--- src/rtl/core/rcfd_pkg.sv ---
`default_nettype none

package rcfd_pkg;

   // Frame geometry
   localparam int CHANNEL_COUNT       = 16;
   localparam int MAX_FRAME_BYTES     = 35;
   localparam int REVERSIBLE_CHANNELS = 12;
   localparam int MASK_W              = 12;
   localparam int REV_LIMIT           = (REVERSIBLE_CHANNELS < MASK_W) ?
                                        REVERSIBLE_CHANNELS : MASK_W;

   localparam int SBUS_LEN   = 25;
   localparam int SRXL_LEN   = 35;
   localparam int FOOTER_POS = 24;

   // Widths
   localparam int BYTE_W   = 8;
   localparam int POS_W    = 6;
   localparam int CHAN_W   = 4;
   localparam int VALUE_W  = 16;
   localparam int COUNT_W  = 16;
   localparam int SBUS_W   = 11;
   localparam int ACC_W    = 18;
   localparam int NBITS_W  = 5;
   localparam int PADDR_W  = 3;
   localparam int PDATA_W  = 32;

   // Frame markers
   localparam logic [BYTE_W-1:0] SBUS_HEADER = 8'h0F;
   localparam logic [BYTE_W-1:0] SBUS_FOOTER = 8'h00;
   localparam logic [BYTE_W-1:0] SRXL_HEADER = 8'hA2;

   localparam logic [VALUE_W-1:0] REV_BASE   = 16'd4095;
   localparam logic [VALUE_W-1:0] REV_ENABLE =
      VALUE_W'((32'd1 << REV_LIMIT) - 32'd1);

   // Protocol mode codes
   localparam logic MODE_SBUS = 1'b0;
   localparam logic MODE_SRXL = 1'b1;

   // Register word indexes
   localparam logic REG_MODE = 1'b0;
   localparam logic REG_MASK = 1'b1;

   typedef enum logic [2:0] {
      ST_IDLE,
      ST_CHECK,
      ST_ERROR,
      ST_FETCH,
      ST_LOAD,
      ST_EMIT
   } state_type;

   typedef struct packed {
      logic store;
      logic start_decode;
      logic fetch;
      logic load_byte;
      logic emit;
      logic load_err;
   } cmd_type;

   typedef struct packed {
      logic frame_done;
      logic frame_ok;
      logic bits_enough;
      logic last_chan;
      logic out_free;
   } status_type;

endpackage

`default_nettype wire

--- src/rtl/core/rcfd_ram.sv ---
`default_nettype none

module rcfd_ram #(
   parameter int WIDTH = 8,
   parameter int DEPTH = 35
) (
   input  wire logic                     clock,
   input  wire logic                     wr_en,
   input  wire logic [$clog2(DEPTH)-1:0] wr_addr,
   input  wire logic [WIDTH-1:0]         wr_data,
   input  wire logic                     rd_en,
   input  wire logic [$clog2(DEPTH)-1:0] rd_addr,
   output logic      [WIDTH-1:0]         rd_data
);

   logic [WIDTH-1:0] mem_ff [DEPTH];
   logic [WIDTH-1:0] rd_data_ff;

   always_ff @(posedge clock) begin
      if (wr_en) begin
         mem_ff[wr_addr] <= wr_data;
      end
      if (rd_en) begin
         rd_data_ff <= mem_ff[rd_addr];
      end
   end

   assign rd_data = rd_data_ff;

endmodule

`default_nettype wire

--- src/rtl/core/rcfd_datapath.sv ---
`default_nettype none

module rcfd_datapath (
   input  wire logic                           clock,
   input  wire logic                           reset,
   input  wire rcfd_pkg::cmd_type              cmd,
   output rcfd_pkg::status_type                st,
   input  wire logic                           mode,
   input  wire logic [rcfd_pkg::MASK_W-1:0]    reverse_mask,
   input  wire logic [rcfd_pkg::BYTE_W-1:0]    rx_byte,
   input  wire logic                           rsp_ready,
   output logic                                rsp_valid,
   output logic      [rcfd_pkg::CHAN_W-1:0]    rsp_channel_index,
   output logic      [rcfd_pkg::VALUE_W-1:0]   rsp_channel_value,
   output logic                                rsp_frame_good,
   output logic      [rcfd_pkg::COUNT_W-1:0]   rsp_error_total,
   output logic                                rsp_last_of_frame
);

   import rcfd_pkg::*;

   logic [POS_W-1:0]   pos_ff, pos_in, store_pos, next_pos, frame_len;
   logic [POS_W-1:0]   rd_ptr_ff, rd_ptr_in;
   logic [BYTE_W-1:0]  hdr_ff, hdr_in, ftr_ff, ftr_in, ram_rdata;
   logic [ACC_W-1:0]   acc_ff, acc_in;
   logic [NBITS_W-1:0] nbits_ff, nbits_in;
   logic [CHAN_W-1:0]  chan_ff, chan_in;
   logic [COUNT_W-1:0] bad_ff, bad_in;
   logic [VALUE_W-1:0] raw_value, rev_mask16, chan_value;
   logic               out_load;

   logic               valid_ff, valid_in, good_ff, good_in, last_ff, last_in;
   logic [CHAN_W-1:0]  index_ff, index_in;
   logic [VALUE_W-1:0] value_ff, value_in;
   logic [COUNT_W-1:0] total_ff, total_in;

   rcfd_ram #(
      .WIDTH (BYTE_W),
      .DEPTH (MAX_FRAME_BYTES)
   ) u_frame_ram (
      .clock   (clock),
      .wr_en   (cmd.store),
      .wr_addr (store_pos),
      .wr_data (rx_byte),
      .rd_en   (cmd.fetch),
      .rd_addr (rd_ptr_ff),
      .rd_data (ram_rdata)
   );

   // Byte collection
   always_comb begin
      store_pos = (pos_ff >= POS_W'(MAX_FRAME_BYTES)) ? POS_W'(MAX_FRAME_BYTES - 1) : pos_ff;
      next_pos  = store_pos + 1'b1;
      frame_len = (mode == MODE_SRXL) ? POS_W'(SRXL_LEN) : POS_W'(SBUS_LEN);
      pos_in    = pos_ff;
      hdr_in    = hdr_ff;
      ftr_in    = ftr_ff;
      if (cmd.store) begin
         pos_in = (next_pos >= frame_len) ? '0 : next_pos;
         if (store_pos == '0) begin
            hdr_in = rx_byte;
         end
         if (store_pos == POS_W'(FOOTER_POS)) begin
            ftr_in = rx_byte;
         end
      end
   end

   // Bit unpacking
   always_comb begin
      rd_ptr_in = rd_ptr_ff;
      acc_in    = acc_ff;
      nbits_in  = nbits_ff;
      chan_in   = chan_ff;
      if (cmd.start_decode) begin
         rd_ptr_in = POS_W'(1);
         acc_in    = '0;
         nbits_in  = '0;
         chan_in   = '0;
      end else if (cmd.load_byte) begin
         rd_ptr_in = rd_ptr_ff + 1'b1;
         nbits_in  = nbits_ff + NBITS_W'(BYTE_W);
         if (mode == MODE_SRXL) begin
            acc_in = ACC_W'({acc_ff[BYTE_W-1:0], ram_rdata});
         end else begin
            acc_in = acc_ff | (ACC_W'(ram_rdata) << nbits_ff);
         end
      end else if (cmd.emit) begin
         chan_in = chan_ff + 1'b1;
         if (mode == MODE_SRXL) begin
            acc_in   = '0;
            nbits_in = '0;
         end else begin
            acc_in   = acc_ff >> SBUS_W;
            nbits_in = nbits_ff - NBITS_W'(SBUS_W);
         end
      end
   end

   always_comb begin
      if (mode == MODE_SRXL) begin
         raw_value = acc_ff[VALUE_W-1:0];
      end else begin
         raw_value = VALUE_W'({acc_ff[SBUS_W-1:0], 1'b0});
      end
      rev_mask16 = VALUE_W'(reverse_mask) & REV_ENABLE;
      chan_value = rev_mask16[chan_ff] ? (REV_BASE - raw_value) : raw_value;
   end

   // Result register
   always_comb begin
      out_load = cmd.emit | cmd.load_err;
      bad_in   = cmd.load_err ? (bad_ff + 1'b1) : bad_ff;
      valid_in = out_load ? 1'b1 : (rsp_ready ? 1'b0 : valid_ff);
      index_in = index_ff;
      value_in = value_ff;
      good_in  = good_ff;
      total_in = total_ff;
      last_in  = last_ff;
      if (cmd.emit) begin
         index_in = chan_ff;
         value_in = chan_value;
         good_in  = 1'b1;
         total_in = bad_ff;
         last_in  = (chan_ff == CHAN_W'(CHANNEL_COUNT - 1));
      end else if (cmd.load_err) begin
         index_in = '0;
         value_in = '0;
         good_in  = 1'b0;
         total_in = bad_ff + 1'b1;
         last_in  = 1'b1;
      end
   end

   always_ff @(posedge clock) begin
      if (reset) begin
         pos_ff   <= '0;
         bad_ff   <= '0;
         valid_ff <= 1'b0;
      end else begin
         pos_ff   <= pos_in;
         bad_ff   <= bad_in;
         valid_ff <= valid_in;
      end
      hdr_ff    <= hdr_in;
      ftr_ff    <= ftr_in;
      rd_ptr_ff <= rd_ptr_in;
      acc_ff    <= acc_in;
      nbits_ff  <= nbits_in;
      chan_ff   <= chan_in;
      index_ff  <= index_in;
      value_ff  <= value_in;
      good_ff   <= good_in;
      total_ff  <= total_in;
      last_ff   <= last_in;
   end

   always_comb begin
      st.frame_done  = next_pos >= frame_len;
      st.frame_ok    = (mode == MODE_SRXL) ? (hdr_ff == SRXL_HEADER) :
                       ((hdr_ff == SBUS_HEADER) && (ftr_ff == SBUS_FOOTER));
      st.bits_enough = (mode == MODE_SRXL) ? (nbits_ff >= NBITS_W'(VALUE_W)) :
                       (nbits_ff >= NBITS_W'(SBUS_W));
      st.last_chan   = (chan_ff == CHAN_W'(CHANNEL_COUNT - 1));
      st.out_free    = !valid_ff || rsp_ready;
   end

   assign rsp_valid         = valid_ff;
   assign rsp_channel_index = index_ff;
   assign rsp_channel_value = value_ff;
   assign rsp_frame_good    = good_ff;
   assign rsp_error_total   = total_ff;
   assign rsp_last_of_frame = last_ff;

   a_pos_range: assert property (@(posedge clock) disable iff (reset)
      pos_ff < POS_W'(MAX_FRAME_BYTES))
      else $error("byte position beyond frame store");

   a_pos_restart: assert property (@(posedge clock) disable iff (reset)
      (cmd.store && st.frame_done) |=> (pos_ff == '0))
      else $error("byte position not restarted after frame end");

   a_err_result: assert property (@(posedge clock) disable iff (reset)
      cmd.load_err |=> (valid_ff && !good_ff && last_ff && (total_ff == bad_ff)))
      else $error("error result malformed");

endmodule

`default_nettype wire

--- src/rtl/core/rcfd_ctrl.sv ---
`default_nettype none

module rcfd_ctrl (
   input  wire logic                 clock,
   input  wire logic                 reset,
   input  wire logic                 req_valid,
   output logic                      req_ready,
   input  wire rcfd_pkg::status_type st,
   output rcfd_pkg::cmd_type         cmd
);

   import rcfd_pkg::*;

   state_type state_ff, state_in;

   always_ff @(posedge clock) begin
      if (reset) begin
         state_ff <= ST_IDLE;
      end else begin
         state_ff <= state_in;
      end
   end

   always_comb begin
      state_in  = state_ff;
      cmd       = '0;
      req_ready = 1'b0;
      unique case (state_ff)
         ST_IDLE: begin
            req_ready = 1'b1;
            if (req_valid) begin
               cmd.store = 1'b1;
               if (st.frame_done) begin
                  state_in = ST_CHECK;
               end
            end
         end
         ST_CHECK: begin
            if (st.frame_ok) begin
               cmd.start_decode = 1'b1;
               state_in         = ST_FETCH;
            end else begin
               state_in = ST_ERROR;
            end
         end
         ST_ERROR: begin
            if (st.out_free) begin
               cmd.load_err = 1'b1;
               state_in     = ST_IDLE;
            end
         end
         ST_FETCH: begin
            cmd.fetch = 1'b1;
            state_in  = ST_LOAD;
         end
         ST_LOAD: begin
            cmd.load_byte = 1'b1;
            state_in      = ST_EMIT;
         end
         ST_EMIT: begin
            if (!st.bits_enough) begin
               state_in = ST_FETCH;
            end else if (st.out_free) begin
               cmd.emit = 1'b1;
               state_in = st.last_chan ? ST_IDLE : ST_FETCH;
            end
         end
         default: begin
            state_in = ST_IDLE;
         end
      endcase
   end

   a_emit_free: assert property (@(posedge clock) disable iff (reset)
      (cmd.emit || cmd.load_err) |-> st.out_free)
      else $error("result loaded over a pending transfer");

   a_frame_end: assert property (@(posedge clock) disable iff (reset)
      (state_ff == ST_IDLE && req_valid && st.frame_done) |=> (state_ff == ST_CHECK))
      else $error("completed frame not checked");

   a_decode_end: assert property (@(posedge clock) disable iff (reset)
      (cmd.emit && st.last_chan) |=> (state_ff == ST_IDLE && req_ready))
      else $error("decoder did not return to idle after last channel");

endmodule

`default_nettype wire

--- src/rtl/core/rc_frame_channel_decoder.sv ---
// A byte that does not end a frame is stored and yields no result.
// A bad frame's error result is loaded in the ERROR state, after CHECK, once the result
// register is free. A good frame is unpacked one stored byte per fetch/load/emit step (22
// bytes for SBUS, 32 for SRXL), and an emit waits while the result register is full; no
// bytes are taken until channel 15 is loaded (single registered RAM read).
// Reset (synchronous, active high) clears position, error count, config and result valid.
`default_nettype none

module rc_frame_channel_decoder (
   input  wire logic                           clock,
   input  wire logic                           reset,
   // Byte input channel
   input  wire logic                           req_valid,
   output logic                                req_ready,
   input  wire logic [rcfd_pkg::BYTE_W-1:0]    req_rx_byte,
   // Channel result channel
   output logic                                rsp_valid,
   input  wire logic                           rsp_ready,
   output logic      [rcfd_pkg::CHAN_W-1:0]    rsp_channel_index,
   output logic      [rcfd_pkg::VALUE_W-1:0]   rsp_channel_value,
   output logic                                rsp_frame_good,
   output logic      [rcfd_pkg::COUNT_W-1:0]   rsp_error_total,
   output logic                                rsp_last_of_frame,
   // APB-style register port
   input  wire logic                           psel,
   input  wire logic                           penable,
   input  wire logic                           pwrite,
   input  wire logic [rcfd_pkg::PADDR_W-1:0]   paddr,
   input  wire logic [rcfd_pkg::PDATA_W-1:0]   pwdata,
   output logic      [rcfd_pkg::PDATA_W-1:0]   prdata,
   output logic                                pready
);

   import rcfd_pkg::*;

   // Register file: mode at word 0, reverse mask at word 1.
   logic              mode_ff, mode_in;
   logic [MASK_W-1:0] mask_ff, mask_in;
   logic              csr_write;
   logic              reg_sel;

   cmd_type           cmd;
   status_type        st;

   // Zero-wait-state port: the access phase always completes.
   assign pready    = 1'b1;
   assign csr_write = psel && penable && pwrite && pready;
   assign reg_sel   = paddr[2];

   always_comb begin
      mode_in = mode_ff;
      mask_in = mask_ff;
      if (csr_write) begin
         unique case (reg_sel)
            REG_MODE: mode_in = pwdata[0];
            REG_MASK: mask_in = pwdata[MASK_W-1:0];
            default:  mode_in = mode_ff;
         endcase
      end
   end

   // Read back the addressed register, zero-extended.
   always_comb begin
      unique case (reg_sel)
         REG_MODE: prdata = PDATA_W'(mode_ff);
         REG_MASK: prdata = PDATA_W'(mask_ff);
         default:  prdata = '0;
      endcase
   end

   always_ff @(posedge clock) begin
      if (reset) begin
         mode_ff <= MODE_SBUS;
         mask_ff <= '0;
      end else begin
         mode_ff <= mode_in;
         mask_ff <= mask_in;
      end
   end

   // Sequencer: accept bytes, check the frame, then step the unpack loop or load an error result.
   rcfd_ctrl u_ctrl (
      .clock     (clock),
      .reset     (reset),
      .req_valid (req_valid),
      .req_ready (req_ready),
      .st        (st),
      .cmd       (cmd)
   );

   // Frame store, bit unpacker, reversal and the result register.
   rcfd_datapath u_datapath (
      .clock             (clock),
      .reset             (reset),
      .cmd               (cmd),
      .st                (st),
      .mode              (mode_ff),
      .reverse_mask      (mask_ff),
      .rx_byte           (req_rx_byte),
      .rsp_ready         (rsp_ready),
      .rsp_valid         (rsp_valid),
      .rsp_channel_index (rsp_channel_index),
      .rsp_channel_value (rsp_channel_value),
      .rsp_frame_good    (rsp_frame_good),
      .rsp_error_total   (rsp_error_total),
      .rsp_last_of_frame (rsp_last_of_frame)
   );

endmodule

`default_nettype wire
--- config.mk ---
export PLATFORM = sky130hd
export DESIGN_NAME = rc_frame_channel_decoder
export DESIGN_NICKNAME = d
export VERILOG_FILES = /design/src/rtl/core/rcfd_pkg.sv /design/src/rtl/core/rcfd_ram.sv /design/src/rtl/core/rcfd_datapath.sv /design/src/rtl/core/rcfd_ctrl.sv /design/src/rtl/core/rc_frame_channel_decoder.sv
export SDC_FILE = /design/constraint.sdc
export NUM_CORES = 1
export LEC_CHECK = 0
export ABC_CLOCK_PERIOD_IN_PS = 3400
export BUFFER_PORTS_ARGS = -buffer_cell sky130_fd_sc_hd__buf_2
export CAP_MARGIN = 20
export CORE_MARGIN = 2
export CORE_UTILIZATION = 55
export DETAILED_ROUTE_END_ITERATION = 10
export GPL_TIMING_DRIVEN = 0
export HOLD_SLACK_MARGIN = 0.1
export PLACE_DENSITY = 0.84
export SLEW_MARGIN = 20
export SYNTH_ARGS = -nofsm -noshare
export SYNTH_HDL_FRONTEND = slang
export SYNTH_SLANG_ARGS = --single-unit
--- constraint.sdc ---
create_clock -name clock -period 3.4 [get_ports clock]
set_clock_uncertainty 0.05 [all_clocks]
set_input_delay 0 -clock clock [delete_from_list [all_inputs] [get_ports clock]]
set_output_delay 0 -clock clock [all_outputs]
set_load 0.1 [all_outputs]
# After elaboration in Yosys (flattened, before gate mapping)
# Memory sizes are Yosys's and may differ from the RTL's. A register that Yosys moved wholly into a read port is not among the register bits.
# Cells that the tools add are included.
# Widths: inputs -> output; s select.
[classes] shifts=1 n_reduce_logical=17 n_lt_le_gt_ge=5 mux=48 n_bitwise=4 addsub=7 n_eq_ne=13
[ops] op="$mux 16" n=6
[ops] op="$pmux 32 s2" n=1
[ops] op="$mux 18" n=3
[ops] op="$mux 1" n=21
[ops] op="$mux 6" n=3
[ops] op="$or 18x18->18" n=1
[ops] op="$pmux 3 s6" n=1
[ops] op="$shl 8x5->18" n=1
[ops] op="$add 16x1->16 const B" n=1
[ops] op="$sub 12x16->16 const A" n=1
[ops] op="$mux 3" n=5
[ops] op="$mux 5" n=3
[ops] op="$add 6x1->6 const B" n=2
[ops] op="$reduce_and 2->1" n=5
[ops] op="$eq 8x4->1 const B" n=1
[ops] op="$eq 8x8->1 const B" n=1
[ops] op="$logic_not 8->1" n=1
[ops] op="$mux 4" n=2
[ops] op="$mux 7" n=1
[ops] op="$eq 3x2->1 const B" n=2
[ops] op="$eq 3x3->1 const B" n=2
[ops] op="$eq 6x5->1 const B" n=1
[ops] op="$ge 6x6->1" n=1
[ops] op="$ge 6x6->1 const B" n=1
[ops] op="21 further kinds" n=28
[totals] memories=1 regBits=126 elab_cells=113 mem_bits_rw=280
[mem_list] name="u_datapath.u_frame_ram.mem_ff" depth=35 width=8 read_ports=1 rd_ports_with_merged_regs=1 wr=1 line_no="rcfd_ram.sv:16" source="logic [WIDTH-1:0] mem_ff [DEPTH];"

# Logic depth before layout (Yosys ltp)
# Gate-level depths: netlist of run 1.
[logic_depth] word_depth=7 ltp_mapped=10

# Cells and area by module
# A second synthesis of run 1 with hierarchy kept.
[unflattened] hier_cells=1324 hier_area_um2=18245.0
[by_module_without_submodules] module="rcfd_ram" area_per_inst_um2=11514.8 n_inst=1 cells_per_inst=638
[by_module_without_submodules] module="rcfd_datapath" area_per_inst_um2=5641.7 n_inst=1 cells_per_inst=564
[by_module_without_submodules] module="rc_frame_channel_decoder" area_per_inst_um2=852.1 n_inst=1 cells_per_inst=93
[by_module_without_submodules] module="rcfd_ctrl" area_per_inst_um2=236.5 n_inst=1 cells_per_inst=29

# Least setup slack after synthesis of run 1
# Ideal clock, no wire load.
[synth_path] kind="register to register" from="reg u_ctrl.state_ff[0]" to="reg u_datapath.ftr_ff[0], enable pin" period_less_slack_ps=4568 path_slack_ps=-1168 path_buffers=1 required_time_ps=2979 stages_incl_launch_ff=7 arrival_ps=4147 setup_time_ps=371 cell_sequence="dfxtp_1 -> clkbuf_1 -> nor3_1 -> nand2_1 -> nor2_1 -> nand3_1 -> nor2_1"
[synth_between] elab_chain_len=3
[synth_rtl] item="start: declaration" line_no="rcfd_ctrl.sv:14" source="state_type state_ff, state_in;"
[synth_rtl] item="start signal: assignment" line_no="rcfd_ctrl.sv:20" source="state_ff <= state_in;"
[synth_rtl] item="$logic_not 3->1" line_no="rcfd_ctrl.sv:28" source="unique case (state_ff)"
[synth_rtl] item="$mux 1" line_no="rcfd_ctrl.sv:28"
[synth_rtl] item="$reduce_and 2->1 (no line)"
[synth_rtl] item="end signal: assignment" line_no="rcfd_datapath.sv:146" source="ftr_ff <= ftr_in;"
[synth_rtl] item="end: declaration" line_no="rcfd_datapath.sv:24" source="logic [BYTE_W-1:0] hdr_ff, hdr_in, ftr_ff, ftr_in, ram_rdata;"
# No other way between the ends.
# A chain may end at the register's enable or synchronous reset.

# Final worst setup path of run 1
[layout_path] from="reg u_ctrl.state_ff[0]" to="mem u_datapath.u_frame_ram.mem_ff[24][4], enable pin"
[layout_between] elab_chain_len=4
[layout_rtl] item="$logic_not 3->1" line_no="rcfd_ctrl.sv:28"
[layout_rtl] item="$mux 1" line_no="rcfd_ctrl.sv:28"
[layout_rtl] item="$mux 1" line_no="rcfd_ram.sv:20" source="if (wr_en) begin"
[layout_rtl] item="$mux 1 (not written as such)" line_no="rcfd_ram.sv:21" source="mem_ff[wr_addr] <= wr_data;"
[layout_rtl] item="end: declaration" line_no="rcfd_ram.sv:16"
# No other way between the ends.

==> summary.md, run 1 <==
| Metric | Value |
|---|---|
| Drt first pass iters | `6` |
| Netlist Area Pre-Place | `around 18,000 um2` |
| FF+latch count, synth | `a little over 400` |
| Die H | `approximately 180 um` |
| Routability cong. | `about 0.94` |
| Fmax | `between 0.3 and 0.4 GHz` |
| Synth area leader | `edfxtp_1` |
| Worst skew pair latency | `around 560 ps` |
| Crit path from | `u_ctrl.state_ff[0]` |
| # H-tree levels | `2` |
| Run status | `finished, final reports clean` |
| Cell Count, Final, Fillers Out | `between 1,500 and 2,000` |
| Crit end category | `register` |
| Std-Cell Rows | `65` |
| Post-Place Setup Slack | `505 ps` |
| PnR worst setup slack | `a little under 400 ps` |
| Hold Vio Cnt, Final | `0` |
| Slew HR | `~32%` |
| Via count | `roughly 12,000` |
| Vias per cell | `approximately 6.2` |
| Worst hold path type | `input port to register` |
| Final-report max-slew violation count | `0` |
| Commonest cells in the netlist | `edfxtp_1, nand2_1, nor2_1, dfxtp_1, mux4_2` |
| Die area | `33,800 um2` |
| Initial drt markers | `around 1,300` |
| Total GRT Usage | `between 20% and 30%` |
| Peak VDD IR | `0.538 mV` |
| Crit path time final | `about 3000 ps` |
| Worst R2R Path Depth | `6` |
| CTS tree | `built` |
| Initial Utilization | `a little under three fifths` |
| Die width | `around 180 um` |
| CTS Buf Count | `42` |
| Top cell type's share of synthesized area | `57.5%` |
| Ys async rst share | `0%` |
| First-pass GRT wire length | `approximately 65 mm` |
| WL/cell | `between 20 and 25 um` |
| Antenna-violating nets left | `0` |
| Post_cts resized | `0` |
| Post-synthesis area per instance | `approximately 14 um2` |
| Top cells by area, synth | `edfxtp_1, mux4_2, dfxtp_1` |
| Netlist cell types | `77` |
| Boundary Pins | `about 120` |
| EDFF count, synth | `~340` |
| CP startpoint kind | `register` |
| Fill cells | `between 2,000 and 2,500` |
| Register area share after synthesis | `65.7%` |
| Slew of the pin with the lowest slew margin | `~1000 ps` |
| WP data required | `3520 ps` |
| Core box area | `around 32,000 um2` |
| RSZ-0062 raised after global routing | `false` |
| PwrDens | `about 570 nW/um2` |
| Max_cap viols | `0` |
| Placed Cells | `roughly 1,700` |
| Reg2Reg Launch Point | `u_ctrl.state_ff[0]` |
| Port bufs | `between 70 and 80` |
| Most common flop cell mapped by yosys | `edfxtp_1` |
| Hold buffer count at cts | `47` |
| Fin nets | `1,486` |
| Fin crit share | `between 80% and 90%` |
| Post-DP HPWL | `26.5 mm` |
| Sequential cell area | `about 12,000 um2` |
| Layout cells sized above 1 | `around a fifth` |
| Grt total ovfl | `0` |
| Worst-path clk slew | `roughly 60 ps` |
| Pin count of the biggest net entering global routing | `38` |
| Antenna diodes | `0` |
| Area growth from synthesis to layout | `15.8%` |
| CP Max Fanout | `10` |
| Hold Path Stages | `6` |
| Hold_sp | `paddr[2]` |
| Multi-input gate area | `5610 um2` |
| Leakage | `roughly 7.0 nW` |
| Clk buf depth | `3` |
| Post-CTS setup buffers | `0` |
| CP arrival | `roughly 3100 ps` |
| Vias in the first global route | `~11,000` |
| Final setup fails | `0` |
| CTS root buffer | `clkbuf_16` |
| WL final | `~42 mm` |
| Crit Path Category | `register to register` |
| Initial antenna violation count | `1` |
| Sinks on Clock Net | `roughly 410` |
| Post-Syn Instances | `about 1,200` |
| Most common cell in the netlist | `edfxtp_1` |
| DRC Markers | `0` |
| Yosys warns | `0` |
## state kept, by name (all words and copies together), names as in the netlist, 3 cells and up
name / flops
mask_ff: 12
u_ctrl.state_ff: 3
u_datapath.acc_ff: 18
u_datapath.bad_ff: 16
u_datapath.chan_ff: 4
u_datapath.ftr_ff: 8
u_datapath.hdr_ff: 8
u_datapath.nbits_ff: 5
u_datapath.pos_ff: 6
u_datapath.rd_ptr_ff: 6
u_datapath.rsp_channel_index: 4
u_datapath.rsp_channel_value: 16
u_datapath.rsp_error_total: 16
u_datapath.u_frame_ram.mem_ff: 280
u_datapath.u_frame_ram.rd_data: 8
## path summary, 6_finish.rpt
kind,end,slack (ps)
hold reg to reg,u_datapath.rsp_frame_good,420
hold / removal,mask_ff[0],150
setup reg to reg,u_datapath.u_frame_ram.mem_ff[24][4],390
setup / recovery,u_datapath.u_frame_ram.mem_ff[24][4],390
## layout make-up
type,instances,area share (%)
tap,402,2.44
inverter,10,0.182
clock inverter,25,1.09
clock buffer,52,5.38
timing repair buffer,126,4.31
sequential,414,56.7
buffer,94,2.67
multi-input combinational,739,27.2
## worst max-delay path, cell delays in order, from the launching register on
cell      delay, ps
dfxtp_1         320
clkbuf_1        240
nor3_4          310
nand2_1         240
nor2_1          310
nand3_1         380
nor2_1          790
## placed cells by master (no fill, tap or decap), types with 6 or more instances in the layout
| cell type | n |
|---|---|
| clkbuf_1 | 42 |
| dfxtp_1 | 73 |
| nor2b_1 | 16 |
| nand2b_1 | 8 |
| ha_1 | 9 |
| and2_1 | 17 |
| dlygate4sd3_1 | 47 |
| buf_4 | 23 |
| o21ai_0 | 21 |
| a21oi_1 | 47 |
| clkinv_2 | 7 |
| inv_1 | 10 |
| buf_2 | 100 |
| or4_1 | 8 |
| edfxtp_1 | 341 |
| o21ai_1 | 13 |
| nand4_1 | 7 |
| nand2_1 | 112 |
| o22ai_1 | 33 |
| clkinv_1 | 9 |
| or3_1 | 7 |
| and3_1 | 8 |
| nand3b_1 | 9 |
| conb_1 | 21 |
| buf_1 | 7 |
| a2111oi_0 | 7 |
| xor2_1 | 27 |
| nor2_1 | 110 |
| nor3_1 | 18 |
| mux2i_1 | 21 |
| a31oi_1 | 6 |
| buf_6 | 6 |
| mux4_2 | 68 |
| clkbuf_16 | 43 |
| xnor2_1 | 25 |
| nand3_1 | 38 |
## power breakdown
group          total, mW  switching (mW)  internal (mW)
clock               4.49            1.99           2.50
combinational       1.52           0.979          0.539
sequential          5.68          0.0646           5.61
## metal layers
layer	GRT usage, %	routed length (um)
met1	32.8	16200
met2	44.1	21300
met3	3.59	3280
met4	9.73	1610
met5	0	14
## cells by family (layout without fill, tap and decap cells)
kind of cell | Yosys count | in the layout | share of synthesized area, %
flops | 414 | 414 | 65.7
simple gates | 383 | 383 | 10.4
fa+ha+maj | 9 | 9 | 0.632
mux | 99 | 99 | 10.9
buf+inv | 104 | 307 | 3.30
other cells | 2 | 21 | 0.0422
compound gates | 175 | 175 | 6.47
xor+xnor | 52 | 52 | 2.56
## per-stage QoR
stage | utilization, % | hold slack, ps | TNS, ps | power [mW] | cell area, um2
floorplan | - | 48.9 | 0 | 6.90 | 17900
global placement | 59.2 | 199 | -11670 | 7.21 | 18800
global route | 65.0 | 210 | 0 | 12.0 | 20600
finish | 65.0 | 155 | 0 | 11.7 | 20600
detailed placement | 59.3 | 199 | 0 | 7.25 | 18800
CTS | 65.0 | 107 | 0 | 11.7 | 20600
(Power assumes the default switching activity.)
==> inputs of run 2 (changes only) <==
- ABC_CLOCK_PERIOD_IN_PS: 3400 -> 3050
- CORE_UTILIZATION: 55 -> 60
- CTS_BUF_LIST: unset -> sky130_fd_sc_hd__clkbuf_16
- PLACE_DENSITY: 0.84 -> 0.86
- clock period: 3.4 -> 3.05 ns (I/O delays scaled with it)
==> summary.md, run 2 (synthesis gave the netlist of run 1 again) <==
| Metric | Value |
|---|---|
| Run status | `finished, final reports clean` |
| DRC Markers | `0 (unchanged)` |
| Drt first pass iters | `6 (unchanged)` |
| Vias per cell | `6.34 (+2.0%)` |
| Most frequent cells in the layout | `edfxtp_1, nand2_1, nor2_1` |
| Largest reg by FF count | `u_datapath.u_frame_ram.mem_ff` |
| R2r endpoint | `u_datapath.u_frame_ram.mem_ff[25][6]` |
| Antenna-violating nets left | `0 (unchanged)` |
| Final setup fails | `0 (unchanged)` |
| CTS Buf Count | `42 (unchanged)` |
| Hold Crit Endpoint | `mask_ff[0]` |
| Core box area | `29,400 um2 (-7.3%)` |
| Post-CTS setup buffers | `0 (unchanged)` |
| Post-Place Setup Slack | `251 ps (-254 ps)` |
| Cell family with most CP delay | `simple AND/OR/NAND/NOR gates` |
| Reg2Reg Launch Point | `u_ctrl.state_ff[0]` |
| Crit path time final | `2910 ps (-103 ps)` |
| RSZ-0062 raised after global routing | `false` |
| Hold_sp | `penable` |
| Via count | `11,700 (+1.1%)` |
| Port bufs | `78 (unchanged)` |
| Slew of the pin with the lowest slew margin | `875 ps (-115 ps)` |
| Largest register FFs | `280 (unchanged)` |
| Sinks on Clock Net | `414 (unchanged)` |
| Routability cong. | `0.912 (-2.8%)` |
| Die width | `176 um (-4.2%)` |
| # H-tree levels | `2 (unchanged)` |
| Area growth from synthesis to layout | `15.9% (about the same)` |
| Buf/Inv on CP | `1 (unchanged)` |
| Die H | `176 um (-4.2%)` |
| First-pass GRT wire length | `67.0 mm (+2.6%)` |
| Vias in the first global route | `11,500 (+0.52%)` |
| Post-DP HPWL | `26.7 mm (+0.67%)` |
| Worst skew pair latency | `530 ps (-30 ps)` |
| Cell Count, Final, Fillers Out | `1,845 (-0.91%)` |
| WL final | `44.1 mm (+3.9%)` |
| Largest regs | `u_datapath.u_frame_ram.mem_ff x280, u_datapath.acc_ff x18` |
| Fin crit share | `95.4% (+6.8 points)` |
| Boundary Pins | `123 (unchanged)` |
| Hold Vio Cnt, Final | `0 (unchanged)` |
| Total GRT Usage | `28.7% (+3.2 points)` |
| Initial drt markers | `1,340 (-0.075%)` |
| Layout cells sized above 1 | `19.7% (+0.27 points)` |
| PnR worst setup slack | `142 ps (-247 ps)` |
| Max_cap viols | `0 (unchanged)` |
| Final-report max-slew violation count | `0 (unchanged)` |
| Die area | `31,100 um2 (-8.2%)` |
| Std-Cell Rows | `63 (-3.1%)` |
| WL/cell | `23.9 um (+4.8%)` |
| CTS root buffer | `clkbuf_16` |
| Initial antenna violation count | `0 (-1)` |
| Worst R2R Path Depth | `6 (unchanged)` |
| Crit-path most repeated cell | `nor2_1` |
| Fin nets | `1,481 (-0.34%)` |
| Leakage | `7.07 nW (+1.1%)` |
| Clk buf depth | `3 (unchanged)` |
| Worst-path clk slew | `60 ps (about the same)` |
| Initial Utilization | `60.6% (+4.4 points)` |
| Critical Path, Cell by Cell | `clkbuf_1, nor3_4, nand2_1, nor2_1, nand3_1, nor2_1` |
| Fmax | `0.344 GHz (+3.5%)` |
| CP arrival | `3020 ps (-110 ps)` |
| Peak VDD IR | `0.812 mV (+51%)` |
| Worst path max stage delay | `810 ps (+20 ps)` |
| CP startpoint kind | `register` |
| Placed Cells | `1,726 (-0.69%)` |
| Hold Path Stages | `5 (-1)` |
| Pin count of the biggest net entering global routing | `38 (unchanged)` |
| Worst hold path type | `input port to register` |
| Crit end category | `register` |
| Crit Path Category | `register to register` |
| Antenna diodes | `0 (unchanged)` |
| Slew HR | `41.4% (+9.2 points)` |
| CP Max Fanout | `10 (unchanged)` |
| Reg2Reg Setup Slack | `140 ps (-250 ps)` |
| Commonest non-fill, non-tap cell in the layout | `edfxtp_1` |
| PwrDens | `646 nW/um2 (+14%)` |
| CTS tree | `built` |
| WP data required | `3160 ps (-360 ps)` |
| Setup TNS | `0 ps (unchanged)` |
| Grt total ovfl | `0 (unchanged)` |
| CP max-delay cell | `nor2_1` |
run 2: cell count changes in the layout (fill, tap and decap cells not counted), sizes merged:
cell	previous run	this run
clkinv	19	16
inv	12	21
bufinv	2	7
clkbuf	85	76
clkinvlp	2	0
dlygate4sd3	47	42
run 2: stage by stage:
| stage | total power, mW | utilization (%) | area (um2) | hold slack, ps |
|---|---|---|---|---|
| finish | 13.3 | 70.2 | 20600 | 221 |
| global route | 13.6 | 70.2 | 20600 | 257 |
| CTS | 13.3 | 70.2 | 20600 | 117 |
| detailed placement | 8.07 | 63.9 | 18800 | 200 |
| global placement | 8.02 | 63.8 | 18800 | 197 |
| floorplan | 7.69 | - | 17900 | 48.9 |
run 2: worst register-to-register path, cell delays in order, from the launching register on:
cell and delay, ps:
dfxtp_1 320, clkbuf_1 240, nor3_4 240, nand2_1 200, nor2_1 270, nand3_1 390, nor2_1 810
run 2: final cells by class:
| cell class | count | area [um2] |
|---|---|---|
| clock buffers | 43 | 1080 |
| clock inverters | 34 | 344 |
| flip-flops and latches | 414 | 11700 |
| plain buffers | 94 | 551 |
| fillers | 1839 | 8770 |
| well taps | 390 | 488 |
| inverters | 10 | 37.5 |
| repair buffers | 121 | 831 |
| multi-input cells | 739 | 5610 |
run 2: report_power, final:
part / internal, mW / switching (mW)
Clock: 3.16 / 2.14
Sequential: 6.26 / 0.0757
Combinational: 0.598 / 1.09
run 2: how the worst max path moves through the flow:
| stage | startpoint | to | slack, ps | depth (start not counted) |
|---|---|---|---|---|
| 2_1_floorplan | u_ctrl.state_ff[0] | u_datapath.ftr_ff[0] | 70 | 6 |
| 3_3_place_gp | u_datapath.nbits_ff[1] | u_datapath.rsp_channel_value[6] | 60 | 5 |
| 3_5_place_dp | u_ctrl.state_ff[0] | u_datapath.u_frame_ram.mem_ff[25][6] | 250 | 6 |
| 4_1_cts | u_ctrl.state_ff[0] | u_datapath.u_frame_ram.mem_ff[25][6] | 240 | 6 |
| 5_1_grt | u_ctrl.state_ff[0] | u_datapath.u_frame_ram.mem_ff[25][4] | 5 | 6 |
| 6_report | u_ctrl.state_ff[0] | u_datapath.u_frame_ram.mem_ff[25][6] | 140 | 6 |
run 2: routing by layer:
metal | up-vias | track usage, % | part of all wire [%]
li1 | 5062 | - | -
met1 | 5660 | 36.3 | 36
met2 | 807 | 48.8 | 50
met3 | 170 | 4.39 | 8.6
met4 | 0 | 14.2 | 5.2
met5 | - | 0 | 0
run 2: repair_timing:
item,in CTS,in global routing
hold buffers,42,0
gates resized for setup,0,0
hold endpoints to repair,329,0
